## config.mk

```make
export PLATFORM = sky130hd
export DESIGN_NAME = c_token_lexer
export DESIGN_NICKNAME = d
export VERILOG_FILES = /design/src/hw/rtl/clx_pkg.sv /design/src/hw/rtl/clx_core.sv /design/src/hw/rtl/clx_fifo.sv /design/src/hw/rtl/c_token_lexer.sv
export SDC_FILE = /design/constraint.sdc
export NUM_CORES = 1
export LEC_CHECK = 0
export BUFFER_PORTS_ARGS = -buffer_cell sky130_fd_sc_hd__buf_2
export CAP_MARGIN = 25
export CORE_MARGIN = 5
export CORE_UTILIZATION = 35
export CTS_BUF_LIST = sky130_fd_sc_hd__clkbuf_8
export CTS_CLUSTER_DIAMETER = 60
export CTS_CLUSTER_SIZE = 25
export DETAILED_ROUTE_END_ITERATION = 8
export RECOVER_POWER = 50
export REMOVE_ABC_BUFFERS = 1
export SLEW_MARGIN = 20
export SYNTH_ARGS = -nofsm -noshare
export SYNTH_HDL_FRONTEND = slang
export SYNTH_SLANG_ARGS = --single-unit
```

## constraint.sdc

```tcl
create_clock -name clk -period 7.8 [get_ports clk]
set_clock_uncertainty 0.2 [all_clocks]
set_input_delay 1.56 -clock clk [delete_from_list [all_inputs] [get_ports clk]]
set_output_delay 1.56 -clock clk [all_outputs]
set_load 0.02 [all_outputs]
```

## src/hw/rtl/clx_pkg.sv

```systemverilog
// Shared types, constants and keyword tables of the C token lexer.
package clx_pkg;

	// Width of the text offset counter
	localparam int IDX_W = 16;
	localparam int FIELD_W = 16;
	localparam logic [FIELD_W-1:0] FIELD_MAX = '1;

	// Result queue geometry
	localparam int FIFO_DEPTH = 4;
	localparam int FIFO_AW = $clog2(FIFO_DEPTH);
	localparam int FIFO_CW = $clog2(FIFO_DEPTH + 1);

	// Stream payload widths
	localparam int IN_TDATA_W = 8;
	localparam int OUT_TDATA_W = 56;

	// Character codes
	localparam logic [7:0] CH_NUL = 8'h00;
	localparam logic [7:0] CH_LF = 8'h0a;
	localparam logic [7:0] CH_SLASH = "/";
	localparam logic [7:0] CH_UNDER = "_";
	localparam logic [7:0] CH_LBRACE = "{";
	localparam logic [7:0] CH_RBRACE = "}";
	localparam logic [7:0] CH_SEMI = ";";
	localparam logic [7:0] CH_STAR = "*";

	typedef enum logic [3:0] {
		KIND_EOF       = 4'd0,
		KIND_LBRACE    = 4'd1,
		KIND_RBRACE    = 4'd2,
		KIND_SEMI      = 4'd3,
		KIND_STAR      = 4'd4,
		KIND_NUMBER    = 4'd5,
		KIND_IDENT     = 4'd6,
		KIND_TYPEDEF   = 4'd7,
		KIND_KW_STRUCT = 4'd8,
		KIND_INT       = 4'd9,
		KIND_CHAR      = 4'd10,
		KIND_FLOAT     = 4'd11
	} kind_t;

	// Keyword spelling, one row per keyword in kind order
	localparam int NUM_KW = 5;
	localparam logic [0:NUM_KW-1][0:7][7:0] KW_TEXT = '{
		'{"t", "y", "p", "e", "d", "e", "f", 8'h00},
		'{"s", "t", "r", "u", "c", "t", 8'h00, 8'h00},
		'{"i", "n", "t", 8'h00, 8'h00, 8'h00, 8'h00, 8'h00},
		'{"c", "h", "a", "r", 8'h00, 8'h00, 8'h00, 8'h00},
		'{"f", "l", "o", "a", "t", 8'h00, 8'h00, 8'h00}
	};
	localparam logic [0:NUM_KW-1][2:0] KW_LEN = '{3'd7, 3'd6, 3'd3, 3'd4, 3'd5};

	// One emitted token
	typedef struct packed {
		kind_t              kind;
		logic [FIELD_W-1:0] start;
		logic [FIELD_W-1:0] length;
		logic [FIELD_W-1:0] line;
		logic               last;
	} tok_t;

	// Up to two tokens produced by one byte
	typedef struct packed {
		logic [1:0] cnt;
		tok_t       tok0;
		tok_t       tok1;
	} push_t;

	// Clamp an offset to the 16-bit result field
	function automatic logic [FIELD_W-1:0] sat_field(input logic [IDX_W-1:0] v);
		logic [31:0] w;
		w = 32'(v);
		return (w > 32'(FIELD_MAX)) ? FIELD_MAX : w[FIELD_W-1:0];
	endfunction

	function automatic logic is_dec(input logic [7:0] c);
		return (c >= "0") && (c <= "9");
	endfunction

	function automatic logic is_letter(input logic [7:0] c);
		return ((c >= "a") && (c <= "z")) || ((c >= "A") && (c <= "Z"));
	endfunction

endpackage

```

## src/hw/rtl/clx_core.sv

```systemverilog
// Lexer state and the per-byte token decision logic.
module clx_core (
	input  logic           clk,
	input  logic           arst_n,
	input  logic           step,
	input  logic [7:0]     text_char,
	output clx_pkg::push_t push
);

	typedef enum logic [2:0] {
		MODE_IDLE    = 3'd0,
		MODE_NUM     = 3'd1,
		MODE_IDENT   = 3'd2,
		MODE_SLASH   = 3'd3,
		MODE_COMMENT = 3'd4
	} mode_t;

	mode_t                        mode_q, mode_d;
	logic [clx_pkg::IDX_W-1:0]    off_q, off_d;
	logic [clx_pkg::IDX_W-1:0]    begin_q, begin_d;
	logic [clx_pkg::FIELD_W-1:0]  line_q, line_d;
	logic [clx_pkg::FIELD_W-1:0]  bline_q, bline_d;
	logic [clx_pkg::NUM_KW-1:0]   kw_q, kw_d;

	clx_pkg::tok_t                res [2];
	logic [1:0]                   n;

	// One byte of lexing: pending token, end of text, comment, new token
	always_comb begin
		logic                       done;
		logic                       adv;
		logic [clx_pkg::IDX_W-1:0]  pos;
		clx_pkg::kind_t             pkind;
		mode_t                      eff;

		mode_d  = mode_q;
		off_d   = off_q;
		begin_d = begin_q;
		line_d  = line_q;
		bline_d = bline_q;
		kw_d    = kw_q;
		res[0]  = '0;
		res[1]  = '0;
		n       = 2'd0;
		done    = 1'b0;
		adv     = 1'b0;
		pos     = off_q - begin_q;
		pkind   = clx_pkg::KIND_NUMBER;
		eff     = mode_q;

		// Pending number or identifier
		if (mode_q == MODE_NUM || mode_q == MODE_IDENT) begin
			if (mode_q == MODE_NUM && clx_pkg::is_dec(text_char)) begin
				adv  = 1'b1;
				done = 1'b1;
			end else if (mode_q == MODE_IDENT && (clx_pkg::is_letter(text_char) ||
				clx_pkg::is_dec(text_char) || text_char == clx_pkg::CH_UNDER)) begin
				if (off_q == '1) begin
					kw_d = '0;
				end else begin
					for (int i = 0; i < clx_pkg::NUM_KW; i++) begin
						if (pos >= clx_pkg::IDX_W'(clx_pkg::KW_LEN[i]) ||
							clx_pkg::KW_TEXT[i][pos[2:0]] != text_char) begin
							kw_d[i] = 1'b0;
						end
					end
				end
				adv  = 1'b1;
				done = 1'b1;
			end else begin
				if (mode_q == MODE_IDENT) begin
					pkind = clx_pkg::KIND_IDENT;
					for (int i = 0; i < clx_pkg::NUM_KW; i++) begin
						if (kw_q[i] && pos == clx_pkg::IDX_W'(clx_pkg::KW_LEN[i])) begin
							pkind = clx_pkg::kind_t'(4'(clx_pkg::KIND_TYPEDEF) + 4'(i));
						end
					end
				end
				res[0].kind   = pkind;
				res[0].start  = clx_pkg::sat_field(begin_q);
				res[0].length = clx_pkg::sat_field(pos);
				res[0].line   = bline_q;
				n      = 2'd1;
				eff    = MODE_IDLE;
				mode_d = MODE_IDLE;
			end
		end

		// End of text: eof token and full reset
		if (!done && text_char == clx_pkg::CH_NUL) begin
			res[n[0]].kind   = clx_pkg::KIND_EOF;
			res[n[0]].start  = clx_pkg::sat_field(off_q);
			res[n[0]].length = '0;
			res[n[0]].line   = line_q;
			n       = n + 2'd1;
			mode_d  = MODE_IDLE;
			off_d   = '0;
			begin_d = '0;
			line_d  = 16'd1;
			bline_d = 16'd1;
			kw_d    = '0;
			done    = 1'b1;
		end

		// Slash and comment modes
		if (!done) begin
			if (eff == MODE_SLASH) begin
				mode_d = MODE_IDLE;
				if (text_char == clx_pkg::CH_SLASH) begin
					mode_d = MODE_COMMENT;
					adv    = 1'b1;
					done   = 1'b1;
				end
			end else if (eff == MODE_COMMENT) begin
				if (text_char == clx_pkg::CH_LF) begin
					if (line_q != '1) line_d = line_q + 16'd1;
					mode_d = MODE_IDLE;
				end
				adv  = 1'b1;
				done = 1'b1;
			end else begin
				mode_d = MODE_IDLE;
			end
		end

		// Start of a new token
		if (!done) begin
			adv = 1'b1;
			if (text_char == clx_pkg::CH_LBRACE || text_char == clx_pkg::CH_RBRACE ||
				text_char == clx_pkg::CH_SEMI || text_char == clx_pkg::CH_STAR) begin
				res[n[0]].kind = (text_char == clx_pkg::CH_LBRACE) ? clx_pkg::KIND_LBRACE :
					(text_char == clx_pkg::CH_RBRACE) ? clx_pkg::KIND_RBRACE :
					(text_char == clx_pkg::CH_SEMI) ? clx_pkg::KIND_SEMI : clx_pkg::KIND_STAR;
				res[n[0]].start  = clx_pkg::sat_field(off_q);
				res[n[0]].length = 16'd1;
				res[n[0]].line   = line_q;
				n = n + 2'd1;
			end else if (clx_pkg::is_dec(text_char)) begin
				mode_d  = MODE_NUM;
				begin_d = off_q;
				bline_d = line_q;
			end else if (clx_pkg::is_letter(text_char)) begin
				mode_d  = MODE_IDENT;
				begin_d = off_q;
				bline_d = line_q;
				for (int i = 0; i < clx_pkg::NUM_KW; i++) begin
					kw_d[i] = (clx_pkg::KW_TEXT[i][0] == text_char);
				end
			end else if (text_char == clx_pkg::CH_SLASH) begin
				mode_d = MODE_SLASH;
			end else if (text_char == clx_pkg::CH_LF) begin
				if (line_q != '1) line_d = line_q + 16'd1;
			end
		end

		// Saturating offset advance
		if (adv && off_q != '1) off_d = off_q + 1'b1;

		// Mark the final token of this byte
		if (n == 2'd1) res[0].last = 1'b1;
		if (n == 2'd2) res[1].last = 1'b1;
	end

	assign push.cnt  = step ? n : 2'd0;
	assign push.tok0 = res[0];
	assign push.tok1 = res[1];

	// Lexer state registers
	always_ff @(posedge clk or negedge arst_n) begin
		if (!arst_n) begin
			mode_q  <= MODE_IDLE;
			off_q   <= '0;
			begin_q <= '0;
			line_q  <= 16'd1;
			bline_q <= 16'd1;
			kw_q    <= '0;
		end else if (step) begin
			mode_q  <= mode_d;
			off_q   <= off_d;
			begin_q <= begin_d;
			line_q  <= line_d;
			bline_q <= bline_d;
			kw_q    <= kw_d;
		end
	end

endmodule

```

## src/hw/rtl/clx_fifo.sv

```systemverilog
// Small result queue taking up to two tokens a cycle and giving one when popped.
module clx_fifo (
	input  logic           clk,
	input  logic           arst_n,
	input  clx_pkg::push_t push,
	input  logic           pop,
	output logic           room,
	output logic           out_valid,
	output clx_pkg::tok_t  head
);

	clx_pkg::tok_t                mem_q [clx_pkg::FIFO_DEPTH];
	logic [clx_pkg::FIFO_AW-1:0]  wr_ptr_q, rd_ptr_q;
	logic [clx_pkg::FIFO_CW-1:0]  count_q;
	logic [clx_pkg::FIFO_AW-1:0]  wr_ptr_p1;
	logic                         do_pop;

	assign wr_ptr_p1 = wr_ptr_q + 1'b1;
	assign out_valid = (count_q != '0);
	assign do_pop    = pop && out_valid;
	assign room      = (count_q <= clx_pkg::FIFO_CW'(clx_pkg::FIFO_DEPTH - 2));
	assign head      = mem_q[rd_ptr_q];

	// Storage
	always_ff @(posedge clk) begin
		if (push.cnt != 2'd0) mem_q[wr_ptr_q] <= push.tok0;
		if (push.cnt == 2'd2) mem_q[wr_ptr_p1] <= push.tok1;
	end

	// Pointers and fill count
	always_ff @(posedge clk or negedge arst_n) begin
		if (!arst_n) begin
			wr_ptr_q <= '0;
			rd_ptr_q <= '0;
			count_q  <= '0;
		end else begin
			wr_ptr_q <= wr_ptr_q + clx_pkg::FIFO_AW'(push.cnt);
			if (do_pop) rd_ptr_q <= rd_ptr_q + 1'b1;
			count_q  <= count_q + clx_pkg::FIFO_CW'(push.cnt) -
				clx_pkg::FIFO_CW'(do_pop);
		end
	end

endmodule

```

## src/hw/rtl/c_token_lexer.sv

```systemverilog
// Top level of the C token lexer: input register, lexer core, result queue.
//
// Usage:
//   s_* channel takes source text, one byte per request in s_tdata; a zero
//   byte ends the text. m_* channel gives tokens, one per request: kind,
//   start offset, length and line packed in m_tdata, and m_tlast high on
//   the last token caused by one input byte (a byte causes zero to two).
// A token appears on m_tvalid once the byte that produced it has passed
//   the input register and a lexer step has written the token into the
//   result queue; the step waits while the queue lacks room.
// Throughput: one byte per cycle while the queue has room. The lexer
//   steps a byte whenever the four-entry result queue has space for two
//   tokens, so bytes flow at full rate while the receiver keeps up; the
//   rate is set by the queue drain, one token per cycle.
// Stall: when the receiver holds m_tready low the queue fills, the lexer
//   stops stepping and s_tready drops once the input register is occupied.
// Reset: arst_n clears the lexer to line 1, offset 0 and empties the queue.
//   A zero byte also returns the lexer to that state after its eof token.
module c_token_lexer (
	input  logic                                clk,
	input  logic                                arst_n,
	input  logic                                s_tvalid,
	output logic                                s_tready,
	input  logic [clx_pkg::IN_TDATA_W-1:0]      s_tdata,  // [7:0] text_char
	output logic                                m_tvalid,
	input  logic                                m_tready,
	// [3:0] token_kind, [19:4] token_start, [35:20] token_length,
	// [51:36] token_line, [55:52] zero
	output logic [clx_pkg::OUT_TDATA_W-1:0]     m_tdata,
	output logic                                m_tlast   // run_last
);

	logic           valid_s1;
	logic [7:0]     char_s1;
	logic           room;
	logic           step;
	clx_pkg::push_t push;
	clx_pkg::tok_t  head;

	assign step     = valid_s1 && room;
	assign s_tready = !valid_s1 || step;

	// Input register
	always_ff @(posedge clk or negedge arst_n) begin
		if (!arst_n) begin
			valid_s1 <= 1'b0;
		end else if (s_tready) begin
			valid_s1 <= s_tvalid;
		end
	end

	always_ff @(posedge clk) begin
		if (s_tvalid && s_tready) char_s1 <= s_tdata;
	end

	clx_core u_core (
		.clk       (clk),
		.arst_n    (arst_n),
		.step      (step),
		.text_char (char_s1),
		.push      (push)
	);

	clx_fifo u_fifo (
		.clk       (clk),
		.arst_n    (arst_n),
		.push      (push),
		.pop       (m_tready),
		.room      (room),
		.out_valid (m_tvalid),
		.head      (head)
	);

	// Output packing
	assign m_tdata = {4'd0, head.line, head.length, head.start, 4'(head.kind)};
	assign m_tlast = head.last;

endmodule

```

-- Yosys cells after proc, flatten, opt, wreduce, memory -nomap -nowiden
Memories as Yosys holds them, arrays and structs flattened.
Cells that the tools add are included.
- register bits: 88
- bits in latches: 0
- memory bits (writable): 212
- ROM bits: 320
- input bits: 12
- output and inout bits: 59
- word-level logic and storage cells: 244
- memories kept: 6
- memories (name ; words ; width ; rd ports ; clocked after Yosys merged registers in ; write ports ; RTL line ; text):
    u_fifo.mem_q ; 4 ; 53 ; 1 ; 0 ; 2 ; clx_fifo.sv:12 ; clx_pkg::tok_t mem_q [clx_pkg::FIFO_DEPTH];
    (no name shown) ; 8 ; 8 ; 1 ; 0 ; 0 ; clx_core.sv:63 ; clx_pkg::KW_TEXT[i][pos[2:0]] != text_char) begin
    (no name shown) ; 8 ; 8 ; 1 ; 0 ; 0 ; clx_core.sv:63 ;
    (no name shown) ; 8 ; 8 ; 1 ; 0 ; 0 ; clx_core.sv:63 ;
    (no name shown) ; 8 ; 8 ; 1 ; 0 ; 0 ; clx_core.sv:63 ;
    (no name shown) ; 8 ; 8 ; 1 ; 0 ; 0 ; clx_core.sv:63 ;
- add/sub/neg operators: 10
- multiply operators: 0
- divide/modulo/power cells: 0
- order comparisons: 17
- eq/ne operators: 32
- shift operators: 0
- mux-type cells: 128
- bitwise operators: 3
- reductions and logical operators: 37
- operators by type and width (cell ; number):
    106-bit bitwise mux ; 8
    53-bit demux with 1-bit select ; 8
    16-bit two-way mux ; 25
    106-bit two-way mux ; 3
    52-bit two-way mux ; 3
    53-bit two-way mux ; 2
    49-bit two-way mux ; 2
    8-bit two-way mux ; 10
    33-bit two-way mux ; 2
    16-bit by 3-bit == test with 1-bit output (second input constant) ; 4
    16-bit by 3-bit >= comparator with 1-bit output (second input constant) ; 4
    3-bit two-way mux ; 15
    5-bit two-way mux ; 9
    7-bit by 8-bit == test with 1-bit output (first input constant) ; 5
    8-bit inequality test ; 5
    17-bit two-way mux ; 2
    16-bit by 1-bit adder with 16-bit output (second input constant) ; 2
    16-bit inequality test (second input constant) ; 2
    4-bit two-way mux ; 7
    1-bit two-way mux ; 26
    8-bit by 6-bit == test with 1-bit output (second input constant) ; 3
    8-bit by 7-bit == test with 1-bit output (second input constant) ; 3
    1-bit logical AND ; 17
    16-bit == test (second input constant) ; 1
    other kinds (30) ; 59

-- Logic depth before layout (Yosys ltp)
Gate-level depths: netlist (run 1).
- depth in word-level cells: 26
- gate-level depth with buffers: 15

-- Hierarchy
A second synthesis (run 1) with hierarchy kept.
- cell total of the unflattened synthesis: 1430
- area, all modules: 17350.4 um2
- by module, submodules not included (module ; times used ; cells an instance ; area an instance (um2)):
    clx_fifo ; 1 ; 553 ; 10622.7
    clx_core ; 1 ; 859 ; 6393.6
    c_token_lexer ; 1 ; 18 ; 334.1

-- Least setup slack after synthesis (run 1)
No wires, ideal clock.
- path kind: register -> register
- start point: register char_s1[3]
- end point: memory u_fifo.mem_q[1][0] (netlist name) (enable)
- arrival: 6751 ps
- data required time: 7057 ps
- path slack: 306 ps
- stages on the path, launching flop included: 13
- clock period less this slack: 7494 ps
- cells stage by stage: edfxtp_1 > buf_4 > nor4_2 > nand3_2 > clkinv_1 > clkbuf_1 > buf_1 > ha_1 > ha_1 > mux2_4 > buf_6 > a21boi_0 > a211oi_1
- RTL lines (element ; RTL line ; text):
    start: declaration ; c_token_lexer.sv:34 ; logic [7:0] char_s1;
    start signal: assignment ; c_token_lexer.sv:53 ; if (s_tvalid && s_tready) char_s1 <= s_tdata;
    end: declaration ; clx_fifo.sv:12 ;

-- Final worst setup path (run 1)
- start point: register u_fifo.rd_ptr_q[1] (netlist name)
- end point: output port m_tdata[2] (netlist name)
- longest elaborated chain between the ends: 1
- ends and longest elaborated chain (element ; RTL line ; text):
    start: declaration ; clx_fifo.sv:13 ; logic [clx_pkg::FIFO_AW-1:0] wr_ptr_q, rd_ptr_q;
    start signal: assignment ; clx_fifo.sv:38 ; if (do_pop) rd_ptr_q <= rd_ptr_q + 1'b1;
    memory read 4 x 53 bit ; n/a ;
    end: declaration ; c_token_lexer.sv:29 ; output logic [clx_pkg::OUT_TDATA_W-1:0] m_tdata,
No other way between the ends.

==> results of run 1 <==
## flip-flops by register name, indices dropped and copies added (netlist names)
signal / flops
u_core.kw_q: 5
u_fifo.wr_ptr_q: 2
u_fifo.mem_q: 212
valid_s1: 1
u_fifo.rd_ptr_q: 2
u_fifo.count_q: 3
u_core.mode_q: 3
u_core.off_q: 16
char_s1: 8
u_core.line_q: 16
u_core.begin_q: 16
u_core.bline_q: 16
## cells in the final DEF (no fill, tap or decap), drive strengths merged, types with 34 or more instances in the layout
master and n:
o21ai 76, nand3 34, o2bb2ai 130, a21oi 44
edfxtp 220, nand2 166, inv 46, clkbuf 90
mux4 53, dfrtp 78, nor2 107
## final timing paths
path / from / to / cells after the start
min reg2reg: u_fifo.rd_ptr_q[1]$_DFFE_PN0P_ / u_fifo.rd_ptr_q[1]$_DFFE_PN0P_ / 1
min: u_fifo.rd_ptr_q[1]$_DFFE_PN0P_ / u_fifo.rd_ptr_q[1]$_DFFE_PN0P_ / 1
max: u_fifo.rd_ptr_q[1]$_DFFE_PN0P_ / m_tdata[2] / 3
min in group asynchronous: arst_n / u_core.kw_q[2]$_DFFE_PN0P_ / 1
max reg2reg: char_s1[4]$_DFFE_PP_ / u_fifo.mem_q[1][51]$_DFFE_PP_ / 9
max in group asynchronous: arst_n / u_core.mode_q[0]$_DFFE_PN0P_ / 3
## power breakdown
part           internal (mW)  switching (mW)  total [mW]
sequential              2.09           0.206        2.30
combinational           1.02            1.88        2.90
clock                  0.385           0.656        1.04
## cell usage after synthesis, types with 6 or more instances
library cell | count | area share
sky130_fd_sc_hd__o21ai_0 | 76 | 0.024
sky130_fd_sc_hd__nor2_1 | 107 | 0.025
sky130_fd_sc_hd__nor3_1 | 17 | 0.0053
sky130_fd_sc_hd__a21oi_1 | 44 | 0.014
sky130_fd_sc_hd__nor4_1 | 6 | 0.0023
sky130_fd_sc_hd__a211oi_1 | 6 | 0.0028
sky130_fd_sc_hd__o2bb2ai_1 | 126 | 0.068
sky130_fd_sc_hd__inv_1 | 33 | 0.0077
sky130_fd_sc_hd__o31ai_1 | 31 | 0.014
sky130_fd_sc_hd__nand2b_1 | 10 | 0.0039
sky130_fd_sc_hd__or3_1 | 12 | 0.0046
sky130_fd_sc_hd__buf_1 | 12 | 0.0028
sky130_fd_sc_hd__clkbuf_1 | 91 | 0.021
sky130_fd_sc_hd__buf_4 | 12 | 0.0056
sky130_fd_sc_hd__buf_2 | 12 | 0.0037
sky130_fd_sc_hd__dfrtp_1 | 78 | 0.12
sky130_fd_sc_hd__mux2i_1 | 10 | 0.0062
sky130_fd_sc_hd__a31oi_1 | 16 | 0.0062
sky130_fd_sc_hd__a21o_1 | 8 | 0.0037
sky130_fd_sc_hd__edfxtp_1 | 220 | 0.41
sky130_fd_sc_hd__and2_1 | 14 | 0.0054
sky130_fd_sc_hd__xor2_1 | 17 | 0.0092
sky130_fd_sc_hd__mux4_2 | 53 | 0.074
sky130_fd_sc_hd__xnor2_1 | 27 | 0.015
sky130_fd_sc_hd__nand2_1 | 166 | 0.039
sky130_fd_sc_hd__nand3_1 | 33 | 0.010
sky130_fd_sc_hd__nand4_1 | 21 | 0.0081
sky130_fd_sc_hd__and3_1 | 10 | 0.0039
sky130_fd_sc_hd__ha_1 | 31 | 0.024
## stage by stage
| step | hold slack [ns] | worst slack (ns) | std cells |
|---|---|---|---|
| 4_1_cts | 0.273 | 2.34 | 2008 |
| 2_1_floorplan | 0.274 | 0.239 | 1267 |
| 3_3_place_gp | 0.256 | 2.47 | 1958 |
| 5_1_grt | 0.301 | 0.999 | 2009 |
| 3_5_place_dp | 0.260 | 2.33 | 1958 |
| 6_report | 0.274 | 1.23 | 2009 |
## logic make-up (layout without fill, tap and decap cells)
group,count (synthesis),after routing,share of synthesized area
simple gates,431,431,0.126
compound gates,353,353,0.160
flops,300,300,0.533
buf+inv,166,176,0.0446
mux,68,68,0.0853
xor+xnor,44,44,0.0239
fa+ha+maj,33,33,0.0265
other cells,1,4,0.000232
## cell type report
cell class	instances	area, um2	share of cell area
sequential	300	8620	0.494
clock buffer	27	372	0.0213
clock inverter	23	249	0.0143
tap	600	751	0.0431
inverter	34	128	0.00732
multi-input combinational	933	6890	0.395
timing repair buffer	92	432	0.0248
## layer usage
| metal | GRT usage | up-vias | share of wire |
|---|---|---|---|
| met2 | 0.286 | 383 | 0.49 |
| li1 | - | 5275 | - |
| met1 | 0.247 | 5766 | 0.43 |
| met4 | 0.0369 | 0 | 0.021 |
| met5 | 0 | - | 0 |
| met3 | 0.0232 | 66 | 0.063 |
==> run summary, run 1 <==
The site row count came out at 78. Of the available clock period, the critical path in the final layout requires 0.842. The number of hold-slack violations in the final timing report came out at 0. The kind of cell with the highest combined delay along the critical path is buffers and inverters. The CTS tree is done. STA classifies the critical path startpoint as a flop. The synthesized instance count came out at 1,396.

The number of sinks driven by the clock tree came out at 300. The mean instance size in the synthesized netlist came out at 11.6 um2. The post-detailed-routing wire length came out at 44,200 um. The setup path with the least slack is of type reg -> out. Traced cell by cell, the critical path runs through clkbuf_1 > mux4_2 > clkbuf_1.

The cell area after technology mapping is 16,200 um2. The post-detailed-placement cell area is 17,000 um2. The achievable frequency came out at 152 MHz. The initial utilization of the core area, before any placement, comes to 0.355. Counting both buffers and inverters, the worst setup path holds a total of 2. The region available for standard cell placement spans 45,500 um2. The final reports fail on capacitance limit, slew limit.

Of the cells placed in the final design, the portion with a size suffix greater than 1 is 0.115. The async set or reset register ratio after synthesis came out at 0.267. The clock edge transition at the registers on the reported setup and hold paths came out at around 0.090 ns. The number of maximum-capacitance constraint violations is 6.

Setup violations remaining at the end of the flow were counted as 0. In this run the deepest clock path goes through 3 buffers. The post-route core utilization is 0.383.

The sequential-to-total area share from yosys stat is 0.533. The final layout contains 1,433 nets. The critical path required time is 6.04 ns. The final sum of negative setup slack came out at 0 ns. In the final routed layout, each cell accounts on average for 22.0 um. The run finished, with violations left.

The total of hold buffers inserted after clock tree synthesis came out at 0. The count of buffers added on input and output ports is 66. The vias per cell came out at about 5.7. The floorplan step defined a die boundary enclosing around 51,000 um2.

The initial antenna violation count was 0. The endpoint arrival time on the critical path came out at 4.81 ns. Measured against its own limit, the worst slew margin works out to -1.61. The violation count after the first detailed-routing iteration came out at roughly 990. The static leakage is 6.09 nW. The sum of overflow across all layers after global routing came out at 0. Summing over every cut layer, the via total after detailed routing is 11.5k. The congestion estimate from routability-driven global placement came to 0.889. The via count of the first global-routing pass came out at around 11k. The clock latency on the worst-skew pair came out at 0.65 ns.

The peak fanout along the critical path came out at 53. The transition time at the pin with the least slew margin came out at 3.91 ns. The area growth from synthesis to layout is 7.93%. The number of register bits inferred by synthesis came out at 300. 71 I/O pins were placed. The worst-case IR drop observed on VDD is 0.202 mV.

The area of all placed cells without fillers is roughly 17,000 um2. The total power consumption of the routed design came out at 6.24 mW. Yosys mapped a number of flops with a built-in enable equal to 220. The filler cell count came out at between 4k and 5k. Post-CTS timing repair inserted 0 buffers for setup.

Among all flip-flop cells after synthesis, the most frequent one is sky130_fd_sc_hd__edfxtp_1. The number of remaining DRC errors is 0. The number of H-tree levels came out at 1. The tree is rooted in a sky130_fd_sc_hd__clkbuf_8. The floorplan step set the die width to about 220 um. On the critical path, the stage with the largest delay is an instance of sky130_fd_sc_hd__clkbuf_1. The count of final max-slew check failures is 286. The number of warnings reported in the yosys synthesis log came out at 0. The count of different cell masters after synthesis came out at 79. The final critical path time including I/O delays and setup is 6.57 ns.

Setup repair after global routing left no endpoint under its margin. The estimated wirelength of the detail-placed design is 26,700 um. The number of gates resized after CTS came out at 0.

The worst setup path is captured at an output port. The cell area power density came out at 358 nW/um2. The global-route wire length before repair came out at 69,400 um. The most numerous cell type found on the critical path is sky130_fd_sc_hd__clkbuf_1.

The count of antenna diodes in the layout is 0. The maximum number of pins on one net before global-route repair came out at 68. The total global-route track usage is 0.173. The setup check on the worst reg-to-reg path leaves a slack of 1.47 ns.

Once detail routing completed, the nets flagged for antenna violations numbered 0. Counting the buffers created by CTS gives 27. Measured along the y axis, the die boundary spans ~220 um. The worst hold path belongs to the class reg -> reg. For this run, the slowest stage of the critical path takes 2.73 ns. Before antenna repair, the detailed router went through 5 iterations.
(Power assumes the default switching activity.)
==> run 2: changes to the inputs <==
==> constraint.sdc (replaced) <==
create_clock -name clk -period 5.4 [get_ports clk]
set_clock_uncertainty 0.2 [all_clocks]
set_input_delay 1.08 -clock clk [delete_from_list [all_inputs] [get_ports clk]]
set_output_delay 1.08 -clock clk [all_outputs]
set_load 0.02 [all_outputs]
==> run summary, run 2 (synthesis gave the netlist of run 1 again) <==
The run finished, with violations left. The checks that failed: capacitance limit, slew limit. The critical path required time is 5.55 ns (-0.49 ns). The via count of the first global-routing pass came out at 11.6k (+1.3%). STA classifies the critical path startpoint as a flop.

The number of flip-flops under the largest register name is 212 (unchanged). The library cell used most frequently in the layout, excluding fill and tap cells, is sky130_fd_sc_hd__edfxtp_1. The clock edge transition at the registers on the reported setup and hold paths came to 0.09 ns (about the same). The period utilization came out at 0.917. The post-detailed-placement cell area is 17,100 um2 (+0.81%). The number of hold-slack violations in the final timing report is 0 (unchanged). The fraction of layout instances using a drive strength above 1 is 0.126 (+0.0113). The number of H-tree levels is 1 (unchanged). The wire length per cell was 21.6 um (-1.5%). The number of CTS-inserted buffers is 28 (+3.7%). TritonCTS built the clock tree. The number of gates resized after CTS came out at 0 (unchanged). The number of sinks driven by the clock tree is 300 (unchanged).

The met2 wirelength from detailed routing came out at 21,300 um (-0.89%). The count of buffers from port buffering is 66 (unchanged). The least setup slack across all paths after layout came out at 0.447 ns (-0.783 ns).

The area of all placed cells without fillers is 17,600 um2 (+0.97%). The number of nets still failing antenna checks after routing came to 0 (unchanged). The violation count after the first detailed-routing iteration is 958 (-3.1%). The clock latency on the worst-skew pair is 0.67 ns (+0.02 ns).

The number of setup violations in the final report was 0 (unchanged). Clock tree synthesis selected as its root buffer the cell sky130_fd_sc_hd__clkbuf_8. The length of routed met3 wiring came out at 2330 um (-16%).

The total power consumption of the routed design was 9.13 mW (+46%). The peak fanout along the critical path is 32 (-40%). The total of hold buffers inserted after clock tree synthesis was 0 (unchanged).

The floorplan die area came to 50,600 um2 (unchanged). The count of final max-slew check failures is 75 (-74%). The horizontal die dimension came out at 225 um (unchanged). The critical path class is reg -> reg. The normalized max-slew margin came out at -0.685 (+0.922). The chip height is 225 um (unchanged). The sequential group share of total power came out at 0.368 (about the same). The cell area power density was 519 nW/um2 (+45%). The total global-route track usage is 0.171 (-0.00198). The highest layer touched by signal routing is met4.

The global-route wire length before repair is 69,100 um (-0.41%). The switching power as a share of total power is 0.435 (-0.00486). The transition time at the pin with the least slew margin is 2.53 ns (-1.38 ns).

The post-detailed-routing wire length came out at 43,900 um (-0.71%). Setup repair after global routing left no endpoint under its margin. The switching power came to 3.97 mW (+45%). The estimated wirelength of the detail-placed design is 27,700 um (+3.6%). The count of antenna diodes in the layout is 0 (unchanged). The final estimated routing congestion in global placement came out at 0.871 (-2.1%). The sum of overflow across all layers after global routing came to 0 (unchanged). The achievable frequency came out at 202 MHz. The length of the first detailed-routing pass in iterations is 7 (+2). The number of buffers between clock root and the deepest sink is 3 (unchanged).

The static leakage came out at 6.21 nW (+1.9%). The buffers inserted during post-CTS setup optimization came out at 0 (unchanged). The number of maximum-capacitance constraint violations came to 2 (-4). The setup slack after placement is 0.607 ns (-1.72 ns). The part of the total power dissipated in combinational logic came out at 0.455 (-0.010). The path class of the tightest hold or removal check is reg -> reg. The effective utilization at floorplan is 0.355 (unchanged).

The worst ir drop on vdd came out at 0.547 mV (+170%). The library cells used most frequently in the layout, excluding fill and tap cells, are sky130_fd_sc_hd__edfxtp_1, sky130_fd_sc_hd__nand2_1, sky130_fd_sc_hd__o2bb2ai_1. The post-layout net count is 1,449 (+1.1%). The part of the power in the clock network came out at 0.177 (+0.010). The I/O pin count came to 71 (unchanged).

The worst setup path is captured at a flop. The core area is 45,500 um2 (unchanged). Ranked by flip-flop count, first place goes to u_fifo.mem_q. The maximum number of pins on one net before global-route repair came out at 65 (-4.4%).

The cell-internal power is 5.16 mW (+48%). The final critical path time including I/O delays and setup came out at between 4 and 5 ns. The synthesis-to-finish area growth came out at 8.98%. The detailed-route via count is 11.6k (+0.71%). The site row count came out at 78 (unchanged). The initial antenna violation count came out at 0 (unchanged). The vias per cell came out at 5.71 (-0.13%). The number of remaining DRC errors was 0 (unchanged). The wire length the detailed router placed on met1 came out at 19,500 um (+2.5%). The endpoint arrival time on the critical path came out at 5.11 ns (+0.30 ns).
## run 2: changes by cell type in the layout (fill, tap and decap cells not counted), moves of 3 or more
cell / before / now
sky130_fd_sc_hd__buf_4: 18 / 28
sky130_fd_sc_hd__clkinv_8: 4 / 1
sky130_fd_sc_hd__o2bb2ai_1: 129 / 126
sky130_fd_sc_hd__o2bb2ai_2: 1 / 4
## run 2: final timing paths
| path | from | end | slack (ns) | depth (start not counted) |
|---|---|---|---|---|
| worst max-delay path | char_s1[1]$_DFFE_PP_ | u_fifo.mem_q[1][7]$_DFFE_PP_ | 0.45 | 10 |
| worst min-delay path | u_core.bline_q[0]$_DFFE_PN1P_ | u_core.bline_q[0]$_DFFE_PN1P_ | 0.33 | 2 |
| worst max register to register | char_s1[1]$_DFFE_PP_ | u_fifo.mem_q[1][7]$_DFFE_PP_ | 0.45 | 10 |
| worst min register to register | u_core.bline_q[0]$_DFFE_PN1P_ | u_core.bline_q[0]$_DFFE_PN1P_ | 0.33 | 2 |
| max in group asynchronous | arst_n | u_fifo.rd_ptr_q[0]$_DFFE_PN0P_ | 1.66 | 2 |
| min in group asynchronous | arst_n | u_core.bline_q[15]$_DFFE_PN0P_ | 1.00 | 1 |
## run 2: area by class of cell
class,count,area (um2)
inverters,34,128
well taps,600,751
clock buffers,28,385
fillers,4442,27900
clock inverters,24,283
flip-flops and latches,300,8610
multi-input cells,933,6880
repair buffers,107,564
## run 2: power groups by stage
stage	clock network, mW	registers [mW]	logic [mW]
after floorplan	0	3.40	2.83
after global placement	0	3.45	4.16
after detailed placement	0	3.47	4.20
after CTS	1.66	3.42	4.22
after global routing	1.75	3.41	4.58
final	1.62	3.36	4.15
## run 2: metrics by stage
step	util	cells	TNS, ns	hold slack (ns)
floorplan	-	1267	-414.33	0.274
global placement	0.376	1973	0	0.315
detailed placement	0.376	1973	0	0.319
CTS	0.391	2025	0	0.190
global route	0.387	2026	0	0.354
finish	0.387	2026	0	0.329
## run 2: per-layer routing
layer,global-route usage,up-vias
met1,0.240,5885
met5,0,-
li1,-,5325
met4,0.0316,0
met3,0.0248,59
met2,0.288,303
## run 2: critical path, cell delays in order (launching register included)
cell	delay (ns)
sky130_fd_sc_hd__edfxtp_1	0.80
sky130_fd_sc_hd__nor4_2	0.10
sky130_fd_sc_hd__nand3_2	0.10
sky130_fd_sc_hd__clkinv_1	0.16
sky130_fd_sc_hd__clkbuf_1	0.51
sky130_fd_sc_hd__a211oi_1	1.04
sky130_fd_sc_hd__mux2_4	0.43
sky130_fd_sc_hd__or4_1	0.57
sky130_fd_sc_hd__mux2i_4	0.24
sky130_fd_sc_hd__buf_4	0.34
sky130_fd_sc_hd__o2bb2ai_1	0.20
==> run 3: changes to the inputs <==
--- a/config.mk
+++ b/config.mk
@@ -7,6 +7,7 @@
 export LEC_CHECK = 0
 export BUFFER_PORTS_ARGS = -buffer_cell sky130_fd_sc_hd__buf_2
 export CAP_MARGIN = 25
+export CORE_ASPECT_RATIO = 1.5
 export CORE_MARGIN = 5
 export CORE_UTILIZATION = 35
 export CTS_BUF_LIST = sky130_fd_sc_hd__clkbuf_8
==> run summary, run 3 (synthesis gave the netlist of run 1 again) <==
The flow ran to the end, but the final reports show violations. The final reports fail on capacitance limit, slew limit. The final estimated routing congestion in global placement came to 0.867 (-0.39%).

The vias per cell is 5.77 (+1.0%). The endpoint of the most critical register-to-register path is u_fifo.mem_q[1][43]$_DFFE_PP_. Leaving out fill and tap cells, the most frequent cells in the layout are sky130_fd_sc_hd__edfxtp_1, sky130_fd_sc_hd__nand2_1, sky130_fd_sc_hd__o2bb2ai_1.

Setup repair after global routing left no endpoint under its margin. The detailed-route via count is 11.5k (-0.50%). The sum of overflow across all layers after global routing came out at 0 (unchanged). The number of gates resized after CTS is 0 (unchanged). The top register by number of flip-flops is u_fifo.mem_q.

The peak fanout along the critical path came out at 17 (-47%). The core area is 45,800 um2 (+0.63%). The met1 demand-to-capacity share in global routing is 0.206 (-0.0346). The number of remaining DRC errors came out at 0 (unchanged). The initial antenna violation count is 1 (+1). The chip height came out at 273 um (+21%). The worst hold margin came out at 0.341 ns (+0.0121 ns). The normalized max-slew margin came to -0.375 (+0.311).

The total power consumption of the routed design came out at 8.77 mW (-4.0%). The switching power as a share of total power is 0.438 (+0.00276). The global routing stage identified its most utilized layer as met2. The clock edge transition at the registers on the reported setup and hold paths came out at 0.14 ns (+0.05 ns).

The critical path class is reg -> reg. The number of buffers and inverters on the critical path came out at 2 (-1). The category of the worst setup path capture point is a flop. The violation count after the first detailed-routing iteration came out at 779 (-19%).

The I/O pin count is 71 (unchanged). The static leakage came out at 6.09 nW (-2.0%). The post-layout net count is 1,439 (-0.69%). The part of the power in the clock network came to 0.140 (-0.037). The effective utilization at floorplan is 0.353 (-0.00221). The number of buffers between clock root and the deepest sink is 3 (unchanged). The gate family responsible for the most delay along the worst path is multiplexers. The sequential group share of total power came out at 0.381 (+0.013). The post-route core utilization is 0.380 (-0.00764). The clock latency on the worst-skew pair came out at 0.57 ns (-0.10 ns). The final critical path time including I/O delays and setup came out at 5.02 ns (+0.0655 ns). The global-route wire length before repair is 67,900 um (-1.8%). The cell area power density was 505 nW/um2 (-2.7%). The switching power came out at 3.84 mW (-3.4%). The critical path required time came out at 5.62 ns (+0.07 ns). The CTS tree is done.

The cell count after placement came out at 1,962 (-0.56%). The filler cell count was 4,434 (-0.18%). The floorplan die area was 50,600 um2 (+0.17%). The number of nets still failing antenna checks after routing came out at 0 (unchanged). The area of all placed cells without fillers came out at 17,400 um2 (-1.4%). The count of final max-slew check failures is 121 (+61%). The achievable frequency was 199 MHz (-1.3%).

The length of the first detailed-routing pass in iterations is 5 (-2). The maximum number of pins on one net before global-route repair came out at 55 (-15%). The global routing usage on met3 was 0.0169 (-0.00789). The total of hold buffers inserted after clock tree synthesis was 0 (unchanged). The synthesis-to-finish area growth came out at 7.50%. The post-detailed-placement cell area came out at 17,200 um2 (+0.40%).

The final sum of negative setup slack is 0 ns (unchanged). The cell-internal power came to 4.93 mW (-4.4%). The critical path goes through buf_4 > o21ai_0 > nand3_1 > o211ai_1 > o21ai_0 > ha_1 > ha_1 > mux2_4 > or4_1 > mux2i_4 > buf_4 > o2bb2ai_1. The number of setup violations in the final report was 0 (unchanged). The cell with the largest stage delay on the worst path is sky130_fd_sc_hd__mux2i_4. The transition time at the pin with the least slew margin came out at 2.06 ns (-0.466 ns). Leaving out fill and tap cells, the most frequent cell in the layout is sky130_fd_sc_hd__edfxtp_1. The part of the total power dissipated in combinational logic came to 0.478 (+0.023).

The wire length per cell is 21.9 um (+1.2%). The site row count is 96 (+23%). The number of maximum-capacitance constraint violations came out at 3 (+1). The endpoint with the worst hold slack is u_core.bline_q[9]$_DFFE_PN0P_.

The cell depth of the worst min-delay path is 2 (unchanged). The endpoint arrival time on the critical path came out at 5.24 ns (+0.13 ns). The horizontal die dimension is 185 um (-18%).

The setup slack after placement came out at 0.461 ns (-0.147 ns). The worst-case reg-to-reg path depth is 12 (+2). The total global-route track usage is 0.170 (-0.00162).

The worst hold path belongs to the class reg -> reg. The number of H-tree levels is 1 (unchanged). The number of sinks driven by the clock tree was 300 (unchanged). The number of flip-flops under the largest register name came to 212 (unchanged). The post-detailed-routing wire length came out at 43,700 um (-0.35%). The least setup slack across all paths after layout is 0.381 ns (-0.0655 ns).

The fraction of layout instances using a drive strength above 1 is 0.110 (-0.0160). The setup slack on the worst flop-to-flop path came to 0.38 ns (-0.07 ns). The cell at the root of the clock tree is sky130_fd_sc_hd__clkbuf_8. STA classifies the critical path startpoint as a flop. The number of hold-slack violations in the final timing report came out at 0 (unchanged). The buffers inserted during post-CTS setup optimization is 0 (unchanged). The period utilization is 0.929 (+0.0121).

The worst stage delay on the critical path came out at 0.75 ns (-0.29 ns). The estimated wirelength of the detail-placed design came out at 27,900 um (+0.52%). The worst ir drop on vdd is 0.256 mV (-53%). The via count of the first global-routing pass is 11.6k (+0.18%). The final instance count without filler cells came out at 1,995 (-1.5%). The count of buffers from port buffering was 66 (unchanged).

The startpoint of the lowest-slack register-to-register path is char_s1[2]$_DFFE_PP_. The number of CTS-inserted buffers is 18 (-36%). The global-route track usage on met2 came out at 0.313 (+0.0256). The startpoint identified for the worst hold timing path is u_core.bline_q[9]$_DFFE_PN0P_.
## run 3: final cells by class
class	instances	area, um2	share of cell area
tap	588	736	0.0424
sequential	300	8620	0.496
multi-input combinational	933	6890	0.397
inverter	34	128	0.00735
timing repair buffer	107	574	0.0331
clock inverter	10	115	0.00663
antenna	1	2.50	0.000144
clock buffer	22	303	0.0174
## run 3: worst min-delay path, stage by stage (launching register included)
cell and delay (ns):
sky130_fd_sc_hd__dfrtp_1 0.40, sky130_fd_sc_hd__nand2_1 0.05, sky130_fd_sc_hd__o21ai_0 0.06
## run 3: worst max-delay path by stage
stage | start | to | slack (ns) | depth (start not counted)
5_1_grt | char_s1[2]$_DFFE_PP_ | u_fifo.mem_q[3][21]$_SDFFCE_PP0P_ | 0.09 | 14
3_3_place_gp | char_s1[3]$_DFFE_PP_ | u_fifo.mem_q[1][42]$_DFFE_PP_ | 0.61 | 11
2_1_floorplan | char_s1[1]$_DFFE_PP_ | u_fifo.mem_q[1][0]$_DFFE_PP_ | -2.16 | 9
6_report | char_s1[2]$_DFFE_PP_ | u_fifo.mem_q[1][43]$_DFFE_PP_ | 0.38 | 12
3_5_place_dp | char_s1[2]$_DFFE_PP_ | u_fifo.mem_q[0][47]$_DFFE_PP_ | 0.46 | 12
4_1_cts | char_s1[2]$_DFFE_PP_ | u_fifo.mem_q[0][47]$_DFFE_PP_ | 0.44 | 12
## run 3: routing by layer
layer / part of all wire / up-vias
met5: 0 / -
met4: 0.029 / 0
met3: 0.046 / 65
met2: 0.54 / 339
met1: 0.39 / 5842
li1: - / 5268
## run 3: power by group through the flow
| stage | combinational, mW | clock (mW) | sequential (mW) |
|---|---|---|---|
| 2_1_floorplan | 2.83 | 0 | 3.40 |
| 3_3_place_gp | 4.30 | 0 | 3.39 |
| 3_5_place_dp | 4.33 | 0 | 3.41 |
| 4_1_cts | 4.34 | 1.27 | 3.35 |
| 5_1_grt | 4.59 | 1.35 | 3.40 |
| 6_report | 4.20 | 1.23 | 3.34 |
